## src/rtl/cme_pkg.sv

```systemverilog
`default_nettype none

package cme_pkg;

    // Fixed point format of all datapath words.
    localparam int WORD_W    = 32;
    localparam int PROD_W    = 2 * WORD_W;
    localparam int FRAC_BITS = 27;

    // Pixel coordinates and image dimensions.
    localparam int COORD_BITS = 13;
    localparam int DIM_W      = 12;
    localparam int CMP_W      = (COORD_BITS > DIM_W + 1) ? COORD_BITS : DIM_W + 1;

    // Result fields.
    localparam int ITER_W  = 11;
    localparam int LIMIT_W = 10;
    localparam int CLASS_W = 3;
    localparam int STEP_W  = 28;

    // Configuration port.
    localparam int CFG_IDX_W  = 3;
    localparam int CFG_DATA_W = 32;

    localparam logic [CFG_IDX_W-1:0] CFG_X_LEFT       = 3'd0;
    localparam logic [CFG_IDX_W-1:0] CFG_Y_TOP        = 3'd1;
    localparam logic [CFG_IDX_W-1:0] CFG_X_STEP       = 3'd2;
    localparam logic [CFG_IDX_W-1:0] CFG_Y_STEP       = 3'd3;
    localparam logic [CFG_IDX_W-1:0] CFG_MAX_ITER     = 3'd4;
    localparam logic [CFG_IDX_W-1:0] CFG_IMAGE_WIDTH  = 3'd5;
    localparam logic [CFG_IDX_W-1:0] CFG_IMAGE_HEIGHT = 3'd6;

    // Register reset values.
    localparam logic signed [WORD_W-1:0] RST_X_LEFT   = -32'sd268435456;
    localparam logic signed [WORD_W-1:0] RST_Y_TOP    = 32'sd134217728;
    localparam logic [STEP_W-1:0]        RST_X_STEP   = 28'd402653;
    localparam logic [STEP_W-1:0]        RST_Y_STEP   = 28'd268435;
    localparam logic [LIMIT_W-1:0]       RST_MAX_ITER = 10'd400;
    localparam logic [DIM_W-1:0]         RST_WIDTH    = 12'd1000;
    localparam logic [DIM_W-1:0]         RST_HEIGHT   = 12'd1000;

    // Escape radius 2, squared, at twice the fractional bits of a word.
    localparam int              DISK_SHIFT  = 2 * FRAC_BITS + 2;
    localparam bit              DISK_ALWAYS = (DISK_SHIFT >= PROD_W);
    localparam logic [PROD_W-1:0] DISK_LIMIT =
        DISK_ALWAYS ? '0 : (PROD_W'(1) << (DISK_SHIFT % PROD_W));

    // Color classes and their count thresholds.
    localparam logic [CLASS_W-1:0] CLASS_BLACK = 3'd0;
    localparam logic [CLASS_W-1:0] CLASS_RED   = 3'd1;
    localparam logic [CLASS_W-1:0] CLASS_GREEN = 3'd2;
    localparam logic [CLASS_W-1:0] CLASS_BLUE  = 3'd3;
    localparam logic [CLASS_W-1:0] CLASS_WHITE = 3'd4;

    localparam logic [ITER_W-1:0] RED_LIMIT   = 11'd6;
    localparam logic [ITER_W-1:0] GREEN_LIMIT = 11'd14;
    localparam logic [ITER_W-1:0] BLUE_LIMIT  = 11'd25;

    // Clamp a wide signed value to the signed word range.
    function automatic logic signed [WORD_W-1:0] sat_word(input logic signed [PROD_W-1:0] v);
        logic signed [PROD_W-1:0] hi;
        logic signed [PROD_W-1:0] lo;
        hi = PROD_W'({1'b0, {(WORD_W-1){1'b1}}});
        lo = -hi - PROD_W'(1);
        if (v > hi) begin
            return {1'b0, {(WORD_W-1){1'b1}}};
        end else if (v < lo) begin
            return {1'b1, {(WORD_W-1){1'b0}}};
        end
        return WORD_W'(v);
    endfunction

    // Fixed point product scaling: arithmetic shift rounds toward minus infinity.
    function automatic logic signed [WORD_W-1:0] fx_scale(input logic signed [PROD_W-1:0] v);
        return sat_word(v >>> FRAC_BITS);
    endfunction

endpackage

`default_nettype wire

```

## src/rtl/cme_mul.sv

```systemverilog
`default_nettype none

module cme_mul (
    input  wire logic                                   i_clk,
    input  wire logic signed [cme_pkg::WORD_W-1:0]      i_a,
    input  wire logic signed [cme_pkg::WORD_W-1:0]      i_b,
    output logic signed [cme_pkg::PROD_W-1:0]           o_prod
);

    // Exact signed product, registered so the next step starts from a flop.
    logic signed [cme_pkg::PROD_W-1:0] r_prod;
    logic signed [cme_pkg::PROD_W-1:0] n_prod;

    always_comb begin
        n_prod = cme_pkg::PROD_W'(i_a) * cme_pkg::PROD_W'(i_b);
    end

    always_ff @(posedge i_clk) begin
        r_prod <= n_prod;
    end

    assign o_prod = r_prod;

endmodule

`default_nettype wire

```

## src/rtl/cubic_multibrot_escape_time.sv

```systemverilog
`default_nettype none

// Channel   Direction  Handshake                   Payload
// --------  ---------  --------------------------  -----------------------------------------
// pixel in  input      i_in_valid / o_in_ready     i_pixel_column, i_pixel_row
// result    output     o_out_valid / i_out_ready   o_iterations, o_color_class, o_range_error
// config    input      i_cfg_we (no wait)          i_cfg_index, i_cfg_data
//
// A request runs the loop once for each of n completed iterations, n being at most
// max_iterations + 1; an orbit that stops on an exact fixed point reports max_iterations. Every
// iteration runs four products through the single registered 32x32 multiplier, plus the escape
// test and the p/q terms. Reset is synchronous and active low. The block is ready again once a
// result is loaded; a finished request waits in its last step while the previous result still
// sits unread in the output register.

module cubic_multibrot_escape_time (
    input  wire logic                                        i_clk,
    input  wire logic                                        i_rst_n,
    // Pixel request.
    input  wire logic                                        i_in_valid,
    output logic                                             o_in_ready,
    input  wire logic signed [cme_pkg::COORD_BITS-1:0]       i_pixel_column,
    input  wire logic signed [cme_pkg::COORD_BITS-1:0]       i_pixel_row,
    // Result.
    output logic                                             o_out_valid,
    input  wire logic                                        i_out_ready,
    output logic [cme_pkg::ITER_W-1:0]                       o_iterations,
    output logic [cme_pkg::CLASS_W-1:0]                      o_color_class,
    output logic                                             o_range_error,
    // Configuration writes.
    input  wire logic                                        i_cfg_we,
    input  wire logic [cme_pkg::CFG_IDX_W-1:0]               i_cfg_index,
    input  wire logic [cme_pkg::CFG_DATA_W-1:0]              i_cfg_data
);

    localparam int W  = cme_pkg::WORD_W;
    localparam int PW = cme_pkg::PROD_W;

    // Sequencer states.
    localparam logic [3:0] S_IDLE = 4'd0;  // waiting for a pixel
    localparam logic [3:0] S_CRE  = 4'd1;  // column * x_step
    localparam logic [3:0] S_CIM  = 4'd2;  // row * y_step, form c_re
    localparam logic [3:0] S_CSET = 4'd3;  // form c_im, start x*x
    localparam logic [3:0] S_YY   = 4'd4;  // capture x*x, start y*y
    localparam logic [3:0] S_PQ   = 4'd5;  // escape test, p and q
    localparam logic [3:0] S_XP   = 4'd6;  // start x*p
    localparam logic [3:0] S_YQ   = 4'd7;  // form new x, start y*q
    localparam logic [3:0] S_UPD  = 4'd8;  // form new y, fixed point test
    localparam logic [3:0] S_DONE = 4'd9;  // load the result register

    // Configuration registers.
    logic signed [W-1:0]                   r_x_left;
    logic signed [W-1:0]                   r_y_top;
    logic [cme_pkg::STEP_W-1:0]            r_x_step;
    logic [cme_pkg::STEP_W-1:0]            r_y_step;
    logic [cme_pkg::LIMIT_W-1:0]           r_max_iter;
    logic [cme_pkg::DIM_W-1:0]             r_width;
    logic [cme_pkg::DIM_W-1:0]             r_height;

    // Sequencer and datapath registers.
    logic [3:0]                            r_state,     n_state;
    logic [cme_pkg::DIM_W-1:0]             r_col,       n_col;
    logic [cme_pkg::DIM_W-1:0]             r_row,       n_row;
    logic                                  r_err,       n_err;
    logic signed [W-1:0]                   r_cre,       n_cre;
    logic signed [W-1:0]                   r_cim,       n_cim;
    logic signed [W-1:0]                   r_x,         n_x;
    logic signed [W-1:0]                   r_y,         n_y;
    logic signed [W-1:0]                   r_nx,        n_nx;
    logic signed [W-1:0]                   r_xx,        n_xx;
    logic signed [W-1:0]                   r_p,         n_p;
    logic signed [W-1:0]                   r_q,         n_q;
    logic signed [PW-1:0]                  r_xsq,       n_xsq;
    logic [cme_pkg::ITER_W-1:0]            r_n,         n_n;
    logic                                  r_out_valid, n_out_valid;
    logic [cme_pkg::ITER_W-1:0]            r_out_iter,  n_out_iter;
    logic [cme_pkg::CLASS_W-1:0]           r_out_class, n_out_class;
    logic                                  r_out_err,   n_out_err;

    // Shared multiplier.
    logic signed [W-1:0]                   mul_a;
    logic signed [W-1:0]                   mul_b;
    logic signed [PW-1:0]                  mul_prod;

    cme_mul u_mul (
        .i_clk  (i_clk),
        .i_a    (mul_a),
        .i_b    (mul_b),
        .o_prod (mul_prod)
    );

    // Helper terms.
    logic                                  col_bad;
    logic                                  row_bad;
    logic                                  pix_bad;
    logic [PW-1:0]                         disk_sum;
    logic                                  in_disk;
    logic                                  keep_going;
    logic signed [W-1:0]                   yy;
    logic signed [W-1:0]                   ny;
    logic [cme_pkg::ITER_W-1:0]            limit_n;

    assign limit_n = cme_pkg::ITER_W'(r_max_iter);

    // The class tests run in order, red first, so a low limit never hides the color bands.
    function automatic logic [cme_pkg::CLASS_W-1:0] color_of(
        input logic [cme_pkg::ITER_W-1:0] n,
        input logic [cme_pkg::ITER_W-1:0] lim
    );
        if (n < cme_pkg::RED_LIMIT) begin
            return cme_pkg::CLASS_RED;
        end else if (n < cme_pkg::GREEN_LIMIT) begin
            return cme_pkg::CLASS_GREEN;
        end else if (n < cme_pkg::BLUE_LIMIT) begin
            return cme_pkg::CLASS_BLUE;
        end else if (n < lim) begin
            return cme_pkg::CLASS_WHITE;
        end
        return cme_pkg::CLASS_BLACK;
    endfunction

    // A coordinate is out of the image when negative or above the configured image width or height.
    always_comb begin
        col_bad = (cme_pkg::CMP_W'(i_pixel_column) < cme_pkg::CMP_W'(0)) ||
                  (cme_pkg::CMP_W'(i_pixel_column) >
                   cme_pkg::CMP_W'($signed({1'b0, r_width})));
        row_bad = (cme_pkg::CMP_W'(i_pixel_row) < cme_pkg::CMP_W'(0)) ||
                  (cme_pkg::CMP_W'(i_pixel_row) >
                   cme_pkg::CMP_W'($signed({1'b0, r_height})));
        pix_bad = col_bad || row_bad;
    end

    // Escape test on the exact squares; mul_prod holds y*y in the test state.
    always_comb begin
        disk_sum   = $unsigned(r_xsq) + $unsigned(mul_prod);
        in_disk    = cme_pkg::DISK_ALWAYS || (disk_sum <= cme_pkg::DISK_LIMIT);
        keep_going = (r_n <= limit_n) && in_disk;
        yy         = cme_pkg::fx_scale(mul_prod);
        ny         = cme_pkg::sat_word(PW'(cme_pkg::fx_scale(mul_prod)) + PW'(r_cim));
    end

    // Multiplier operand selection by sequencer step.
    always_comb begin
        mul_a = r_x;
        mul_b = r_x;
        case (r_state)
            S_CRE: begin
                mul_a = $signed(W'(r_col));
                mul_b = $signed(W'(r_x_step));
            end
            S_CIM: begin
                mul_a = $signed(W'(r_row));
                mul_b = $signed(W'(r_y_step));
            end
            S_YY: begin
                mul_a = r_y;
                mul_b = r_y;
            end
            S_XP: begin
                mul_a = r_x;
                mul_b = r_p;
            end
            S_YQ: begin
                mul_a = r_y;
                mul_b = r_q;
            end
            S_UPD: begin
                mul_a = r_nx;
                mul_b = r_nx;
            end
            default: begin
                mul_a = r_x;
                mul_b = r_x;
            end
        endcase
    end

    // Sequencer.
    always_comb begin
        n_state     = r_state;
        n_col       = r_col;
        n_row       = r_row;
        n_err       = r_err;
        n_cre       = r_cre;
        n_cim       = r_cim;
        n_x         = r_x;
        n_y         = r_y;
        n_nx        = r_nx;
        n_xx        = r_xx;
        n_p         = r_p;
        n_q         = r_q;
        n_xsq       = r_xsq;
        n_n         = r_n;
        n_out_valid = r_out_valid && !i_out_ready;
        n_out_iter  = r_out_iter;
        n_out_class = r_out_class;
        n_out_err   = r_out_err;

        case (r_state)
            S_IDLE: begin
                if (i_in_valid) begin
                    // An out-of-image pixel is evaluated at the bottom-left corner.
                    n_err = pix_bad;
                    n_col = pix_bad ? '0 : cme_pkg::DIM_W'(i_pixel_column);
                    n_row = pix_bad ? r_height : cme_pkg::DIM_W'(i_pixel_row);
                    n_x   = '0;
                    n_y   = '0;
                    n_n   = '0;
                    n_state = S_CRE;
                end
            end
            S_CRE: begin
                n_state = S_CIM;
            end
            S_CIM: begin
                n_cre   = cme_pkg::sat_word(PW'(r_x_left) + mul_prod);
                n_state = S_CSET;
            end
            S_CSET: begin
                n_cim   = cme_pkg::sat_word(PW'(r_y_top) - mul_prod);
                n_state = S_YY;
            end
            S_YY: begin
                n_xsq   = mul_prod;
                n_xx    = cme_pkg::fx_scale(mul_prod);
                n_state = S_PQ;
            end
            S_PQ: begin
                if (keep_going) begin
                    n_p = cme_pkg::sat_word(PW'(r_xx) - PW'(yy) * PW'(3));
                    n_q = cme_pkg::sat_word(PW'(r_xx) * PW'(3) - PW'(yy));
                    n_state = S_XP;
                end else begin
                    n_state = S_DONE;
                end
            end
            S_XP: begin
                n_state = S_YQ;
            end
            S_YQ: begin
                n_nx    = cme_pkg::sat_word(PW'(cme_pkg::fx_scale(mul_prod)) + PW'(r_cre));
                n_state = S_UPD;
            end
            S_UPD: begin
                if ((r_nx == r_x) && (ny == r_y)) begin
                    // An exact fixed point never escapes: report the limit.
                    n_n     = limit_n;
                    n_state = S_DONE;
                end else begin
                    n_x     = r_nx;
                    n_y     = ny;
                    n_n     = r_n + cme_pkg::ITER_W'(1);
                    n_state = S_YY;
                end
            end
            S_DONE: begin
                if (!r_out_valid || i_out_ready) begin
                    n_out_valid = 1'b1;
                    n_out_iter  = r_n;
                    n_out_class = color_of(r_n, limit_n);
                    n_out_err   = r_err;
                    n_state     = S_IDLE;
                end
            end
            default: begin
                n_state = S_IDLE;
            end
        endcase
    end

    // Control state.
    always_ff @(posedge i_clk) begin
        if (!i_rst_n) begin
            r_state     <= S_IDLE;
            r_out_valid <= 1'b0;
        end else begin
            r_state     <= n_state;
            r_out_valid <= n_out_valid;
        end
    end

    // Datapath registers carry no reset.
    always_ff @(posedge i_clk) begin
        r_col       <= n_col;
        r_row       <= n_row;
        r_err       <= n_err;
        r_cre       <= n_cre;
        r_cim       <= n_cim;
        r_x         <= n_x;
        r_y         <= n_y;
        r_nx        <= n_nx;
        r_xx        <= n_xx;
        r_p         <= n_p;
        r_q         <= n_q;
        r_xsq       <= n_xsq;
        r_n         <= n_n;
        r_out_iter  <= n_out_iter;
        r_out_class <= n_out_class;
        r_out_err   <= n_out_err;
    end

    // Configuration registers; an unknown index is ignored.
    always_ff @(posedge i_clk) begin
        if (!i_rst_n) begin
            r_x_left   <= cme_pkg::RST_X_LEFT;
            r_y_top    <= cme_pkg::RST_Y_TOP;
            r_x_step   <= cme_pkg::RST_X_STEP;
            r_y_step   <= cme_pkg::RST_Y_STEP;
            r_max_iter <= cme_pkg::RST_MAX_ITER;
            r_width    <= cme_pkg::RST_WIDTH;
            r_height   <= cme_pkg::RST_HEIGHT;
        end else if (i_cfg_we) begin
            case (i_cfg_index)
                cme_pkg::CFG_X_LEFT:       r_x_left   <= $signed(W'(i_cfg_data));
                cme_pkg::CFG_Y_TOP:        r_y_top    <= $signed(W'(i_cfg_data));
                cme_pkg::CFG_X_STEP:       r_x_step   <= cme_pkg::STEP_W'(i_cfg_data);
                cme_pkg::CFG_Y_STEP:       r_y_step   <= cme_pkg::STEP_W'(i_cfg_data);
                cme_pkg::CFG_MAX_ITER:     r_max_iter <= cme_pkg::LIMIT_W'(i_cfg_data);
                cme_pkg::CFG_IMAGE_WIDTH:  r_width    <= cme_pkg::DIM_W'(i_cfg_data);
                cme_pkg::CFG_IMAGE_HEIGHT: r_height   <= cme_pkg::DIM_W'(i_cfg_data);
                default: begin
                end
            endcase
        end
    end

    assign o_in_ready    = (r_state == S_IDLE);
    assign o_out_valid   = r_out_valid;
    assign o_iterations  = r_out_iter;
    assign o_color_class = r_out_class;
    assign o_range_error = r_out_err;

endmodule

`default_nettype wire

```

## config.mk

```make
export PLATFORM = sky130hd
export DESIGN_NAME = cubic_multibrot_escape_time
export DESIGN_NICKNAME = d
export VERILOG_FILES = /design/src/rtl/cme_pkg.sv /design/src/rtl/cme_mul.sv /design/src/rtl/cubic_multibrot_escape_time.sv
export SDC_FILE = /design/constraint.sdc
export NUM_CORES = 2
export LEC_CHECK = 0
export CAP_MARGIN = 20
export CORE_MARGIN = 4
export CORE_UTILIZATION = 50
export DETAILED_ROUTE_END_ITERATION = 16
export DONT_BUFFER_PORTS = 1
export PLACE_DENSITY_LB_ADDON = 0.25
export SYNTH_ARGS = -nofsm -noshare
export SYNTH_HDL_FRONTEND = slang
export SYNTH_SLANG_ARGS = --single-unit
```

## constraint.sdc

```tcl
create_clock -name i_clk -period 11.65 [get_ports i_clk]
set_clock_uncertainty 0.1 [all_clocks]
set_input_delay 2.33 -clock i_clk [delete_from_list [all_inputs] [get_ports i_clk]]
set_output_delay 2.33 -clock i_clk [all_outputs]
set_load 0.005 [all_outputs]
```

==> flow_summary.toml <==
[die]
ios = 83
fp.dieArea_sq_mm = 0.1706
dieWidth_um = 413.0
num_rows = 148
start_util_pct = 50.33
fp.dieH_um = 413.0
coreArea_sq_mm = 0.1630

[cells_and_area]
utilization_pct = 54.23
areaGrowthSynthToFinish_pct = 7.750
final_cell_area_sq_mm = 0.08837
fin_nets = 11090
drive_gt1_share_pct = 5.843

[routing]
viasPerCell = 6.038
first_pass_iters = 7
drcViolationCount = 0
vias = 69550
detail-route-antenna-nets = 0
detail_route.wirelength_um = 304400
drt-initial-drc-count = 7221
post_drt_wl_per_cell_um = 26.43

[place]
placed_area_sq_mm = 0.08547
place.gp.congestion = 1.032
place_hpwl_um = 247200
port-buffer-count = 0

[synthesis]
yosysWarnings = 0
synthDistinctLibCells = 89
yosys_most_used_dff = "edfxtp_1"
synth_seq_cells = 594
syn_nets = 11140
yosysSeqAreaShare_pct = 19.03
avgSynthCellArea_sq_um = 8.803
async_reset_ff_share_pct = 0
netlist_area_sq_mm = 0.08202
yosysTopAreaCell = "fa_1"
synth_common_cells = "inv_1, nand2_1, fa_1"
synth_top_cell_area_share_pct = 28.04
synth_edf_count = 371
synth.most_common_cell = "inv_1"
netlist_instances = 9317
synth_area_leaders = "fa_1, edfxtp_1, ha_1, inv_1, nand2_1"

[min_path]
hold_class = "reg -> reg"
hold_depth = 0

[timing]
slew_headroom_pct = 20.33
period_share_pct = 97.79
max_freq_ghz = 0.08778
final_max_slew_viol_count = 0
hold_violations = 0
hold_ws_ns = 0.3522
worst_pin_slew_ns = 1.195
timing.final.crit_period_ns = 11.39
setup_violations = 0

[clocking]
htreeDepth = 3
clock_path_buffers = 3
clockRootBuffer = "clkbuf_16"
cts_tree = "done"
clk_latency_ns = 0.71
cts.sinks = 594
cts_hold_buf = 0
cts-buffers-inserted = 75
clk_pin_slew_ns = 0.06

[setup_path]
max_stage_delay_ns = 0.64
ff2ff_path_depth = 33
endpoint_kind = "register"
crit_type = "reg -> reg"
crit_path_top_delay_cell = "fa_1"
path_max_fanout = 14
crit_path_start_kind = "register"
worstPathArrival_ns = 11.88
cpMostUsedCell = "fa_1"
crit_required_ns = 12.14

[global_routing]
grt_max_degree = 76
met1_usage_pct = 46.37
grt-busiest-layer = "met2"
grt_pass1_vias = 69710
met2_usage_pct = 55.01
grt_pass1_wl_um = 452300
use_met3_pct = 8.236
grt_overflow_total = 0
gr-usage-all-layers_pct = 35.68
antenna_found_initial = 19

[outcome]
status = "finished clean"

[flow_run]
maxCapViolations = 0
## routing by layer
layer  vias to the layer above  share of wire, %
met1                     34590                39
met3                       777                10
met2                      3563                44
met4                        16               6.8
li1                      30600                 -
met5                         -             0.037
## cells in the final DEF, fill, tap and decap left out, drive strengths merged, types with 32 or more instances in the layout
master / netlist / routed
mux2: 47 / 47
and3: 65 / 65
nand4: 76 / 76
a211oi: 60 / 60
o211ai: 58 / 58
clkbuf: 380 / 102
nor2: 523 / 524
a21oi: 579 / 579
a31oi: 48 / 48
ha: 610 / 610
nor4: 41 / 41
maj3: 32 / 32
xor2: 169 / 169
nor3: 81 / 81
a21o: 208 / 208
edfxtp: 371 / 371
o21a: 82 / 82
a22oi: 60 / 60
buf: 15 / 265
fa: 1149 / 1149
inv: 1574 / 1576
xnor2: 207 / 207
nand3: 177 / 177
o21bai: 94 / 94
nand2b: 49 / 49
and2: 124 / 124
nand2: 1337 / 1337
or3: 33 / 33
o21ai: 326 / 326
nor2b: 42 / 42
dfxtp: 223 / 223
a221oi: 42 / 42
## cell type report
type	count	area (sq um)
antenna	15	37.54
clock buffer	102	2166
clock inverter	38	535.5
fill	14970	74580
inverter	1575	5914
multi-input combinational	6754	59290
sequential	594	15610
tap	2175	2721
timing repair buffer	265	2106
## kinds of logic after synthesis
logic type / Yosys count / synth area share (%)
muxes: 74 / 0.9748
AOI/OAI and AO/OA: 1852 / 14.74
buffers and inverters: 1970 / 9.037
xor gates and xnor gates: 376 / 4.015
DFF: 594 / 19.03
adders and majority gates: 1791 / 37.74
and+or+nand+nor: 2660 / 14.46
## critical path, delay by kind of cell (launching register included)
kind / cells / cell delay [ns]
and+or+nand+nor: 9 / 2.09
muxes: 1 / 0.46
AOI/OAI and AO/OA: 6 / 1.92
adders and majority gates: 9 / 4.65
buffers and inverters: 7 / 1.29
xor gates and xnor gates: 1 / 0.12
DFF: 1 / 0.61
## through the flow
| stage | setup WS [ns] | cells | TNS (ns) |
|---|---|---|---|
| 3_3_place_gp | 0.2927 | 11350 | 0 |
| 6_report | 0.2576 | 11520 | 0 |
| 2_1_floorplan | 0.9092 | 9317 | 0 |
| 5_1_grt | -0.01306 | 11510 | -0.01306 |
| 3_5_place_dp | 0.2239 | 11350 | 0 |
| 4_1_cts | 0.1909 | 11490 | 0 |
## worst paths after layout
| kind | startpoint | end | slack, ns |
|---|---|---|---|
| max | r_state[2]$_SDFFE_PN0P_ | u_mul.o_prod[60]$_DFF_P_ | 0.26 |
| min reg2reg | r_err$_DFFE_PP_ | o_range_error$_DFFE_PP_ | 0.35 |
| max reg2reg | r_state[2]$_SDFFE_PN0P_ | u_mul.o_prod[60]$_DFF_P_ | 0.26 |
| min | r_err$_DFFE_PP_ | o_range_error$_DFFE_PP_ | 0.35 |
## repair_timing
item                       in CTS  in global routing
setup buffers                   0                 10
setup endpoints to repair       0                  7
resized for setup               0                 14
Power is not shown: default switching activity piles up to over one toggle a cycle in this logic, so the estimate is an artifact.
